--- src/hdl/dha_pkg.sv ---
`timescale 1ns / 1ps
`default_nettype none
package dha_pkg;

    localparam int NUM_DESC = 16;
    localparam int IW = $clog2(NUM_DESC);
    localparam int LW = $clog2(NUM_DESC + 1);

    typedef logic [IW-1:0] t_idx;
    typedef logic [LW-1:0] t_link;

    localparam t_link LINK_NULL = t_link'(NUM_DESC);
    localparam logic [32:0] ADDR_TOP = 33'h0_FFFF_FFFC;

    localparam logic [1:0] CFG_HEAP_START = 2'd0;
    localparam logic [1:0] CFG_HEAP_SIZE  = 2'd1;

    typedef enum logic [1:0] {
        OP_INIT    = 2'd0,
        OP_ALLOC   = 2'd1,
        OP_FREE    = 2'd2,
        OP_COLLECT = 2'd3
    } t_op;

    typedef enum logic [1:0] {
        ST_OK        = 2'd0,
        ST_NO_SPACE  = 2'd1,
        ST_NO_DESC   = 2'd2,
        ST_NOT_FOUND = 2'd3
    } t_status;

    typedef struct packed {
        t_op         opcode;
        logic [31:0] alloc_size;
        logic [31:0] free_address;
    } t_in_req;

    typedef struct packed {
        t_status     status;
        logic [31:0] block_address;
        logic [8:0]  merges_done;
        logic [8:0]  free_block_count;
    } t_out_rsp;

    typedef struct packed {
        t_idx        raddr;
        logic        base_we;
        t_idx        base_waddr;
        logic [31:0] base_wdata;
        logic        size_we;
        t_idx        size_waddr;
        logic [31:0] size_wdata;
        logic        link_we;
        t_idx        link_waddr;
        t_link       link_wdata;
    } t_mem_req;

    typedef struct packed {
        logic [31:0] base;
        logic [31:0] size;
        t_link       link;
    } t_mem_rsp;

    typedef enum logic [4:0] {
        S_IDLE,
        S_INIT,
        S_ALLOC,
        S_A_CHK,
        S_A_W1,
        S_A_W2,
        S_FREE,
        S_F_CHK,
        S_F_W1,
        S_F_W2,
        S_COLL,
        S_C_HD,
        S_C_CHK,
        S_C_M1,
        S_C_M2,
        S_C_RD,
        S_C_END,
        S_DONE
    } t_state;

    function automatic logic is_live(input t_link l);
        return l < t_link'(NUM_DESC);
    endfunction

    function automatic t_idx to_idx(input t_link l);
        return l[IW-1:0];
    endfunction

endpackage
`default_nettype wire

--- src/hdl/dha_ram.sv ---
`timescale 1ns / 1ps
`default_nettype none
module dha_ram #(
    parameter int W     = 32,
    parameter int DEPTH = 16
) (
    input  wire logic                     i_clk,
    input  wire logic                     i_we,
    input  wire logic [$clog2(DEPTH)-1:0] i_waddr,
    input  wire logic [W-1:0]             i_wdata,
    input  wire logic [$clog2(DEPTH)-1:0] i_raddr,
    output logic      [W-1:0]             o_rdata
);
    logic [W-1:0] r_mem [DEPTH];

    always_ff @(posedge i_clk) begin
        if (i_we) begin
            r_mem[i_waddr] <= i_wdata;
        end
        o_rdata <= r_mem[i_raddr];
    end
endmodule
`default_nettype wire

--- src/hdl/dha_ctrl.sv ---
`timescale 1ns / 1ps
`default_nettype none
module dha_ctrl (
    input  wire logic              i_clk,
    input  wire logic              i_rst_n,
    input  wire logic              i_valid,
    output logic                   o_ready,
    input  wire dha_pkg::t_in_req  i_req,
    input  wire logic [31:0]       i_heap_start,
    input  wire logic [31:0]       i_heap_size,
    output dha_pkg::t_mem_req      o_mem,
    input  wire dha_pkg::t_mem_rsp i_mem,
    output logic                   o_done,
    input  wire logic              i_res_ready,
    output dha_pkg::t_out_rsp      o_res
);
    import dha_pkg::*;

    t_state      r_state, n_state;
    t_link       r_free_head, n_free_head;
    t_link       r_alloc_head, n_alloc_head;
    t_link       r_spare_head, n_spare_head;
    t_link       r_free_cnt, n_free_cnt;

    t_in_req     r_req, n_req;
    t_idx        r_i, n_i;
    t_link       r_h, n_h;
    t_link       r_p, n_p;
    t_link       r_prev, n_prev;
    t_link       r_it, n_it;
    t_link       r_nxt, n_nxt;
    t_link       r_hlink, n_hlink;
    logic [32:0] r_endp, n_endp;
    logic [32:0] r_start, n_start;
    logic [31:0] r_base, n_base;
    logic [31:0] r_hsize, n_hsize;
    logic        r_merged, n_merged;
    t_link       r_merges, n_merges;
    t_status     r_status, n_status;
    logic [31:0] r_addr, n_addr;

    logic [32:0] init_end, init_base, init_rnd;
    logic [32:0] a_end, a_diff, a_start;

    always_comb begin
        init_end = {1'b0, i_heap_start} + {1'b0, i_heap_size};
        if (init_end > ADDR_TOP) begin
            init_end = ADDR_TOP;
        end
        init_rnd  = {1'b0, i_heap_start} + 33'd3;
        init_base = {init_rnd[32:2], 2'b00};
        if (init_base > init_end) begin
            init_base = init_end;
        end
        a_end   = {1'b0, i_mem.base} + {1'b0, i_mem.size};
        a_diff  = a_end - {1'b0, r_req.alloc_size};
        a_start = {a_diff[32:2], 2'b00};
    end

    always_comb begin
        n_state      = r_state;
        n_free_head  = r_free_head;
        n_alloc_head = r_alloc_head;
        n_spare_head = r_spare_head;
        n_free_cnt   = r_free_cnt;
        n_req        = r_req;
        n_i          = r_i;
        n_h          = r_h;
        n_p          = r_p;
        n_prev       = r_prev;
        n_it         = r_it;
        n_nxt        = r_nxt;
        n_hlink      = r_hlink;
        n_endp       = r_endp;
        n_start      = r_start;
        n_base       = r_base;
        n_hsize      = r_hsize;
        n_merged     = r_merged;
        n_merges     = r_merges;
        n_status     = r_status;
        n_addr       = r_addr;
        o_mem        = '0;
        o_ready      = (r_state == S_IDLE);
        o_done       = 1'b0;
        o_res.status           = r_status;
        o_res.block_address    = r_addr;
        o_res.merges_done      = 9'(r_merges);
        o_res.free_block_count = 9'(r_free_cnt);

        case (r_state)
            S_IDLE: begin
                if (i_valid) begin
                    n_req    = i_req;
                    n_status = ST_OK;
                    n_addr   = '0;
                    n_merges = '0;
                    n_i      = '0;
                    case (i_req.opcode)
                        OP_INIT:  n_state = S_INIT;
                        OP_ALLOC: n_state = S_ALLOC;
                        OP_FREE:  n_state = S_FREE;
                        default:  n_state = S_COLL;
                    endcase
                end
            end
            S_INIT: begin
                o_mem.link_we    = 1'b1;
                o_mem.link_waddr = r_i;
                o_mem.link_wdata = t_link'(r_i) + t_link'(1);
                if (r_i == '0) begin
                    o_mem.link_wdata = LINK_NULL;
                    o_mem.base_we    = 1'b1;
                    o_mem.base_waddr = r_i;
                    o_mem.base_wdata = init_base[31:0];
                    o_mem.size_we    = 1'b1;
                    o_mem.size_waddr = r_i;
                    o_mem.size_wdata = 32'(init_end - init_base);
                end
                if (r_i == t_idx'(NUM_DESC - 1)) begin
                    n_free_head  = '0;
                    n_spare_head = t_link'(1);
                    n_alloc_head = LINK_NULL;
                    n_free_cnt   = t_link'(1);
                    n_state      = S_DONE;
                end else begin
                    n_i = r_i + t_idx'(1);
                end
            end
            S_ALLOC: begin
                n_h = r_free_head;
                if (!is_live(r_free_head)) begin
                    n_status = ST_NO_SPACE;
                    n_state  = S_DONE;
                end else begin
                    o_mem.raddr = to_idx(r_free_head);
                    n_state     = S_A_CHK;
                end
            end
            S_A_CHK: begin
                if (({1'b0, r_req.alloc_size} > a_end) || (a_start < {1'b0, i_mem.base})) begin
                    n_status = ST_NO_SPACE;
                    n_state  = S_DONE;
                end else if (!is_live(r_spare_head)) begin
                    n_status = ST_NO_DESC;
                    n_state  = S_DONE;
                end else begin
                    o_mem.raddr = to_idx(r_spare_head);
                    n_start     = a_start;
                    n_endp      = a_end;
                    n_base      = i_mem.base;
                    n_state     = S_A_W1;
                end
            end
            S_A_W1: begin
                o_mem.base_we    = 1'b1;
                o_mem.base_waddr = to_idx(r_spare_head);
                o_mem.base_wdata = r_start[31:0];
                o_mem.size_we    = 1'b1;
                o_mem.size_waddr = to_idx(r_spare_head);
                o_mem.size_wdata = 32'(r_endp - r_start);
                o_mem.link_we    = 1'b1;
                o_mem.link_waddr = to_idx(r_spare_head);
                o_mem.link_wdata = r_alloc_head;
                n_spare_head     = i_mem.link;
                n_alloc_head     = r_spare_head;
                n_addr           = r_start[31:0];
                n_state          = S_A_W2;
            end
            S_A_W2: begin
                o_mem.size_we    = 1'b1;
                o_mem.size_waddr = to_idx(r_h);
                o_mem.size_wdata = 32'(r_start - {1'b0, r_base});
                n_state          = S_DONE;
            end
            S_FREE: begin
                n_p    = r_alloc_head;
                n_prev = LINK_NULL;
                if (!is_live(r_alloc_head)) begin
                    n_status = ST_NOT_FOUND;
                    n_state  = S_DONE;
                end else begin
                    o_mem.raddr = to_idx(r_alloc_head);
                    n_state     = S_F_CHK;
                end
            end
            S_F_CHK: begin
                if (i_mem.base == r_req.free_address) begin
                    n_nxt   = i_mem.link;
                    n_state = S_F_W1;
                end else begin
                    n_prev = r_p;
                    n_p    = i_mem.link;
                    if (is_live(i_mem.link)) begin
                        o_mem.raddr = to_idx(i_mem.link);
                    end else begin
                        n_status = ST_NOT_FOUND;
                        n_state  = S_DONE;
                    end
                end
            end
            S_F_W1: begin
                if (is_live(r_prev)) begin
                    o_mem.link_we    = 1'b1;
                    o_mem.link_waddr = to_idx(r_prev);
                    o_mem.link_wdata = r_nxt;
                end else begin
                    n_alloc_head = r_nxt;
                end
                n_state = S_F_W2;
            end
            S_F_W2: begin
                o_mem.link_we    = 1'b1;
                o_mem.link_waddr = to_idx(r_p);
                o_mem.link_wdata = r_free_head;
                n_free_head      = r_p;
                n_free_cnt       = r_free_cnt + t_link'(1);
                n_state          = S_DONE;
            end
            S_COLL: begin
                n_h = r_free_head;
                if (!is_live(r_free_head)) begin
                    n_state = S_DONE;
                end else begin
                    o_mem.raddr = to_idx(r_free_head);
                    n_state     = S_C_HD;
                end
            end
            S_C_HD: begin
                n_endp      = {1'b0, i_mem.base} + {1'b0, i_mem.size};
                n_hsize     = i_mem.size;
                n_merged    = 1'b0;
                n_it        = r_free_head;
                n_prev      = LINK_NULL;
                o_mem.raddr = to_idx(r_free_head);
                n_state     = S_C_CHK;
            end
            S_C_CHK: begin
                n_nxt = i_mem.link;
                if ((r_it != r_h) && ({1'b0, i_mem.base} == r_endp)) begin
                    n_hsize = r_hsize + i_mem.size;
                    n_state = S_C_M1;
                end else begin
                    if (r_it == r_h) begin
                        n_hlink = i_mem.link;
                    end
                    n_prev = r_it;
                    n_it   = i_mem.link;
                    if (is_live(i_mem.link)) begin
                        o_mem.raddr = to_idx(i_mem.link);
                    end else begin
                        n_state = S_C_END;
                    end
                end
            end
            S_C_M1: begin
                o_mem.size_we    = 1'b1;
                o_mem.size_waddr = to_idx(r_h);
                o_mem.size_wdata = r_hsize;
                if (is_live(r_prev)) begin
                    o_mem.link_we    = 1'b1;
                    o_mem.link_waddr = to_idx(r_prev);
                    o_mem.link_wdata = r_nxt;
                end else begin
                    n_free_head = r_nxt;
                end
                n_state = S_C_M2;
            end
            S_C_M2: begin
                o_mem.size_we    = 1'b1;
                o_mem.size_waddr = to_idx(r_it);
                o_mem.size_wdata = '0;
                o_mem.link_we    = 1'b1;
                o_mem.link_waddr = to_idx(r_it);
                o_mem.link_wdata = r_spare_head;
                n_spare_head     = r_it;
                n_merges         = r_merges + t_link'(1);
                n_free_cnt       = r_free_cnt - t_link'(1);
                n_merged         = 1'b1;
                n_it             = r_nxt;
                if (is_live(r_nxt)) begin
                    n_state = S_C_RD;
                end else begin
                    n_state = S_C_END;
                end
            end
            S_C_RD: begin
                o_mem.raddr = to_idx(r_it);
                n_state     = S_C_CHK;
            end
            S_C_END: begin
                if (r_merged) begin
                    o_mem.raddr = to_idx(r_h);
                    n_state     = S_C_HD;
                end else begin
                    n_h = r_hlink;
                    if (is_live(r_hlink)) begin
                        o_mem.raddr = to_idx(r_hlink);
                        n_state     = S_C_HD;
                    end else begin
                        n_state = S_DONE;
                    end
                end
            end
            S_DONE: begin
                o_done = 1'b1;
                if (i_res_ready) begin
                    n_state = S_IDLE;
                end
            end
            default: begin
                n_state = S_IDLE;
            end
        endcase
    end

    always_ff @(posedge i_clk) begin
        if (!i_rst_n) begin
            r_state      <= S_IDLE;
            r_free_head  <= LINK_NULL;
            r_alloc_head <= LINK_NULL;
            r_spare_head <= LINK_NULL;
            r_free_cnt   <= '0;
        end else begin
            r_state      <= n_state;
            r_free_head  <= n_free_head;
            r_alloc_head <= n_alloc_head;
            r_spare_head <= n_spare_head;
            r_free_cnt   <= n_free_cnt;
        end
    end

    always_ff @(posedge i_clk) begin
        r_req    <= n_req;
        r_i      <= n_i;
        r_h      <= n_h;
        r_p      <= n_p;
        r_prev   <= n_prev;
        r_it     <= n_it;
        r_nxt    <= n_nxt;
        r_hlink  <= n_hlink;
        r_endp   <= n_endp;
        r_start  <= n_start;
        r_base   <= n_base;
        r_hsize  <= n_hsize;
        r_merged <= n_merged;
        r_merges <= n_merges;
        r_status <= n_status;
        r_addr   <= n_addr;
    end
endmodule
`default_nettype wire

--- src/hdl/descriptor_heap_allocator.sv ---
`timescale 1ns / 1ps
`default_nettype none
// channel  | direction | handshake                  | payload
// ---------+-----------+----------------------------+------------------------------
// in       | in        | i_in_valid / o_in_ready    | i_in_data (t_in_req)
// out      | out       | o_out_valid / i_out_ready  | o_out_data (t_out_rsp)
// cfg      | in        | i_cfg_valid / o_cfg_ready  | i_cfg_index, i_cfg_data
//
// one request at a time; descriptors sit in single-port-read memories, one read per cycle
// init: one link write per descriptor; descriptor 0 holds the whole aligned heap
// alloc: carves from the top of the free-list head only; free: walks the allocated list
// collect: per free block, walks the free list and merges any block starting at its end
// reset empties all three lists; out register lets the next request in while a result waits
module descriptor_heap_allocator (
    input  wire logic              i_clk,
    input  wire logic              i_rst_n,
    input  wire logic              i_in_valid,
    output logic                   o_in_ready,
    input  wire dha_pkg::t_in_req  i_in_data,
    output logic                   o_out_valid,
    input  wire logic              i_out_ready,
    output dha_pkg::t_out_rsp      o_out_data,
    input  wire logic              i_cfg_valid,
    output logic                   o_cfg_ready,
    input  wire logic [1:0]        i_cfg_index,
    input  wire logic [31:0]       i_cfg_data
);
    import dha_pkg::*;

    logic [31:0] r_heap_start;
    logic [31:0] r_heap_size;
    t_mem_req    mem_req;
    t_mem_rsp    mem_rsp;
    t_out_rsp    res;
    logic        res_done;
    logic        res_ready;

    assign o_cfg_ready = 1'b1;

    always_ff @(posedge i_clk) begin
        if (!i_rst_n) begin
            r_heap_start <= '0;
            r_heap_size  <= '0;
        end else if (i_cfg_valid) begin
            case (i_cfg_index)
                CFG_HEAP_START: r_heap_start <= i_cfg_data;
                CFG_HEAP_SIZE:  r_heap_size  <= i_cfg_data;
                default: ;
            endcase
        end
    end

    dha_ctrl u_ctrl (
        .i_clk        (i_clk),
        .i_rst_n      (i_rst_n),
        .i_valid      (i_in_valid),
        .o_ready      (o_in_ready),
        .i_req        (i_in_data),
        .i_heap_start (r_heap_start),
        .i_heap_size  (r_heap_size),
        .o_mem        (mem_req),
        .i_mem        (mem_rsp),
        .o_done       (res_done),
        .i_res_ready  (res_ready),
        .o_res        (res)
    );

    dha_ram #(.W(32), .DEPTH(NUM_DESC)) u_base_ram (
        .i_clk   (i_clk),
        .i_we    (mem_req.base_we),
        .i_waddr (mem_req.base_waddr),
        .i_wdata (mem_req.base_wdata),
        .i_raddr (mem_req.raddr),
        .o_rdata (mem_rsp.base)
    );

    dha_ram #(.W(32), .DEPTH(NUM_DESC)) u_size_ram (
        .i_clk   (i_clk),
        .i_we    (mem_req.size_we),
        .i_waddr (mem_req.size_waddr),
        .i_wdata (mem_req.size_wdata),
        .i_raddr (mem_req.raddr),
        .o_rdata (mem_rsp.size)
    );

    dha_ram #(.W(LW), .DEPTH(NUM_DESC)) u_link_ram (
        .i_clk   (i_clk),
        .i_we    (mem_req.link_we),
        .i_waddr (mem_req.link_waddr),
        .i_wdata (mem_req.link_wdata),
        .i_raddr (mem_req.raddr),
        .o_rdata (mem_rsp.link)
    );

    assign res_ready = !o_out_valid || i_out_ready;

    always_ff @(posedge i_clk) begin
        if (!i_rst_n) begin
            o_out_valid <= 1'b0;
        end else if (res_done && res_ready) begin
            o_out_valid <= 1'b1;
        end else if (i_out_ready) begin
            o_out_valid <= 1'b0;
        end
    end

    always_ff @(posedge i_clk) begin
        if (res_done && res_ready) begin
            o_out_data <= res;
        end
    end
endmodule
`default_nettype wire

--- config.mk ---
export PLATFORM = sky130hd
export DESIGN_NAME = descriptor_heap_allocator
export DESIGN_NICKNAME = d
export VERILOG_FILES = /design/src/hdl/dha_pkg.sv /design/src/hdl/dha_ram.sv /design/src/hdl/dha_ctrl.sv /design/src/hdl/descriptor_heap_allocator.sv
export SDC_FILE = /design/constraint.sdc
export NUM_CORES = 2
export LEC_CHECK = 0
export ABC_CLOCK_PERIOD_IN_PS = 11200
export BUFFER_PORTS_ARGS = -buffer_cell sky130_fd_sc_hd__buf_2
export CAP_MARGIN = 25
export CORE_MARGIN = 2
export CORE_UTILIZATION = 63
export DETAILED_ROUTE_END_ITERATION = 7
export GPL_TIMING_DRIVEN = 0
export PLACE_DENSITY = 0.76
export SLEW_MARGIN = 10
export SYNTH_ARGS = -nofsm -noshare
export SYNTH_HDL_FRONTEND = slang
export SYNTH_SLANG_ARGS = --single-unit
--- constraint.sdc ---
create_clock -name i_clk -period 11.2 [get_ports i_clk]
set_clock_uncertainty 0.15 [all_clocks]
set_input_delay 0.56 -clock i_clk [delete_from_list [all_inputs] [get_ports i_clk]]
set_output_delay 0.56 -clock i_clk [all_outputs]
set_load 0.03 [all_outputs]
==> run summary <==
Later-pin clock latency in the skew report: 0.82 ns
Most common flop cell mapped by yosys: edfxtp_1
Final Cycle Share: 97.4%
Slew margin rel.: 9.19%
Final WL: 260,000 um
WP data arrival: 11.40 ns
R2r worst-path depth: 39
Worst Tran Pin Value: 1.36 ns
Routed len/inst: 30.4 um
Vert. Die Dim: 352 um
GPL Wtd Cong: 1.07
Yosys warns: 0
Initial antenna violation count: 24
Crit start category: register
Final worst setup slack: 0.293 ns
Worst r2r src: u_base_ram.o_rdata[0]
Die ar.: 124,000 sq um
Final hold viol count: 0
Layout cell share with drive strength beyond 1: 11.5%
Slack of the worst reg-to-reg path: 0.29 ns
Num Clock Sinks: 1,568
Crit path time final: 10.91 ns
Deepest clock path buffer count: 3
CP Class: reg -> reg
Post-synthesis sequential area ratio: 59.7%
Routed Antenna Nets: 0
Die W: 352 um
VDD IR max: 0.270 mV
DRC viols: 0
First-pass GRT wire length: 366,000 um
H-tree depth: 4
Crit path largest cell delay: 0.87 ns
Total power: 0.0209 W
# IOs: 160
Post-synth top area share: 55.5%
Place WS: -1.71 ns
Hpwl dp: 193,000 um
Seq cells post-synth: 1,568
Largest net degree at the start of global routing: 61
Hold crit path type: in -> reg
Syn Area/Cell: 12.2 sq um
Min-delay src: i_rst_n
WHS Endpoint: u_ctrl.r_alloc_head[2]
CTS Buf Count: 158
EDFF count, synth: 1,409
Vias: 57,613
Pre-antenna DRT Iters: 8
DR vias/cell: 6.74
Root Driver: clkbuf_16
Max-capacitance violation count: 0
Final setup viols: 0
Status: finished, final reports clean
Lkg Pwr: 34.2 nW
Clock-pin transition on the worst setup and hold timing paths: 0.06 ns
Initial drt markers: 8,232
CP max FO: 10
Post-synthesis cell type count: 99
PortBufs: 148
Area grow syn2layout: 15.6%
Critical Path End Type: register
Cells after Synth: 6,241
Final-report max-slew violation count: 0
Nets@finish: 7,190
GRT Total Usage: 41.5%
TritonCTS clock tree: done
Hold Path Depth: 3
Core Region: 120,000 sq um
Reg2reg end: u_size_ram.o_rdata[17]
Synth area leader: edfxtp_1
Vias in the first global route: 54,521
Critical path's slowest cell: o31ai_2
Row cnt: 127
Initial Util: 63.5%
GRT overflow: 0
Pwr/cell area: 238 nW/um^2
Fraction of registers with async set/reset: 0%
Post-Syn Area: 76,200 sq um
Worst Path Required: 11.70 ns
Top cells by area, synth: edfxtp_1 (56%), ha_1 (4.7%), dfxtp_1 (4.2%)
Fmax achieved: 91.7 MHz
-- logic make-up (layout without fill, tap and decap cells) --
group,after synthesis,in the layout,synth area share (%)
compound gates,1628,1628,14.7
flops,1568,1568,59.7
simple gates,1273,1274,8.72
buf+inv,881,1555,4.62
mux,330,330,4.36
fa+ha+maj,289,289,4.79
xor+xnor,270,270,3.10
other cells,2,22,0.00985
-- cell usage in the layout (no fill, tap or decap), types with 80 or more instances in the layout --
cell,Yosys,final
a21o_1,92,92
o311ai_0,144,141
clkbuf_16,0,162
or3_1,106,105
and4_1,147,147
nand3_1,81,80
dlygate4sd3_1,0,98
inv_1,506,504
a21oi_1,180,176
ha_1,284,284
buf_2,78,230
nor2_1,270,240
o21ai_0,163,143
mux2i_1,313,308
o22ai_1,242,214
dfxtp_1,159,157
a211oi_1,161,160
edfxtp_1,1409,1409
a31oi_1,304,303
nand2_1,355,353
clkbuf_1,243,281
xnor2_1,193,193
-- metal layers --
metal	up-vias	routed length (um)	part of all wire [%]	global-route usage [%]
li1	24969	-	-	-
met1	27831	95500	37	53.3
met2	3983	116000	44	63.8
met3	816	30800	12	10.5
met4	14	17900	6.9	25.0
met5	-	156	0.060	0
-- Yosys cell counts (18+ instances only) --
library cell     n
buf_1           29
a22oi_1         28
o22ai_1        242
or2_2           21
or3_1          106
o311ai_0       144
a21o_1          92
and2_1          32
a31oi_1        304
a211oi_1       161
buf_2           78
a21oi_1        180
nor3_1          64
dfxtp_1        159
nand2b_1        45
o21a_1          40
o31ai_1         18
inv_1          506
and4_1         147
nor2b_1         39
ha_1           284
mux2i_1        313
nand4_1         41
o211ai_1        20
a21boi_0        74
edfxtp_1      1409
nor2_1         270
xor2_1          77
clkbuf_1       243
nand2_1        355
o21bai_1        22
o21ai_0        163
xnor2_1        193
and3_1          26
nand3_1         81
-- state kept, by name, summed over array words and instances, names as in the netlist, 30 cells and up --
name / flops
u_base_ram.o_rdata: 32
u_ctrl.r_endp: 33
u_ctrl.r_addr: 30
u_size_ram.r_mem: 512
u_ctrl.r_req: 64
u_ctrl.r_hsize: 32
u_size_ram.o_rdata: 32
o_out_data: 42
r_heap_size: 32
u_ctrl.r_start: 30
r_heap_start: 32
u_link_ram.r_mem: 80
u_ctrl.r_base: 32
u_base_ram.r_mem: 512
-- final cells by class --
| type | count | area [sq um] |
|---|---|---|
| well taps | 1612 | 2020 |
| plain buffers | 371 | 1620 |
| diodes | 9 | 22.5 |
| clock inverters | 78 | 808 |
| clock buffers | 213 | 4300 |
| inverters | 508 | 1910 |
| flip-flops and latches | 1568 | 45500 |
| fillers | 7839 | 31800 |
| multi-input cells | 3804 | 28100 |
| repair buffers | 385 | 3920 |
-- power by group --
part	internal (W)	leakage, nW	switching [W]
clock network	0.00289	2.45	0.00235
registers	0.00729	14.7	0.000561
logic	0.00281	17.1	0.00503
-- critical path: cells and delay by family (launching register included) --
family                     cells  cell delay (ns)
AOI/OAI and AO/OA             18             4.52
and+or+nand+nor               13             2.51
buffers and inverters          3             1.49
adders and majority gates      3             0.93
DFF                            1             0.57
xor gates and xnor gates       2             0.52
-- how the worst max path moves through the flow --
stage	startpoint	to	slack (ns)	depth (start not counted)
2_1_floorplan	r_heap_start[0]	u_size_ram.r_mem[0][29]	0.93	44
3_3_place_gp	u_base_ram.o_rdata[2]	u_ctrl.r_endp[22]	-3.25	33
3_5_place_dp	r_heap_start[0]	u_size_ram.r_mem[11][29]	-1.71	44
6_report	u_base_ram.o_rdata[0]	u_size_ram.o_rdata[17]	0.29	39
5_1_grt	r_heap_start[0]	u_size_ram.r_mem[12][20]	-0.04	43
4_1_cts	r_heap_start[0]	u_size_ram.r_mem[8][31]	0.04	45
-- what timing repair did --
action	CTS	global route
gates cloned	1	0
buffers inserted	6	3
hold buffers	98	0
gates resized for setup	30	25
pin swaps	7	4
setup endpoints to repair	320	381
endpoints found under the hold margin	128	0
-- stage by stage --
step | area (sq um) | hold WS [ns] | TNS (ns) | std cells | utilization (%)
6_report | 88100 | 0.140 | 0 | 8548 | 73.5
3_3_place_gp | 79000 | 0.255 | -878.60 | 8012 | 65.9
4_1_cts | 88000 | 0.113 | 0 | 8536 | 73.4
3_5_place_dp | 81700 | 0.255 | -286.42 | 8140 | 68.1
5_1_grt | 88100 | 0.164 | -0.759 | 8542 | 73.5
2_1_floorplan | 76300 | 0.250 | 0 | 6252 | -
Power figures use the tool's default switching activity.
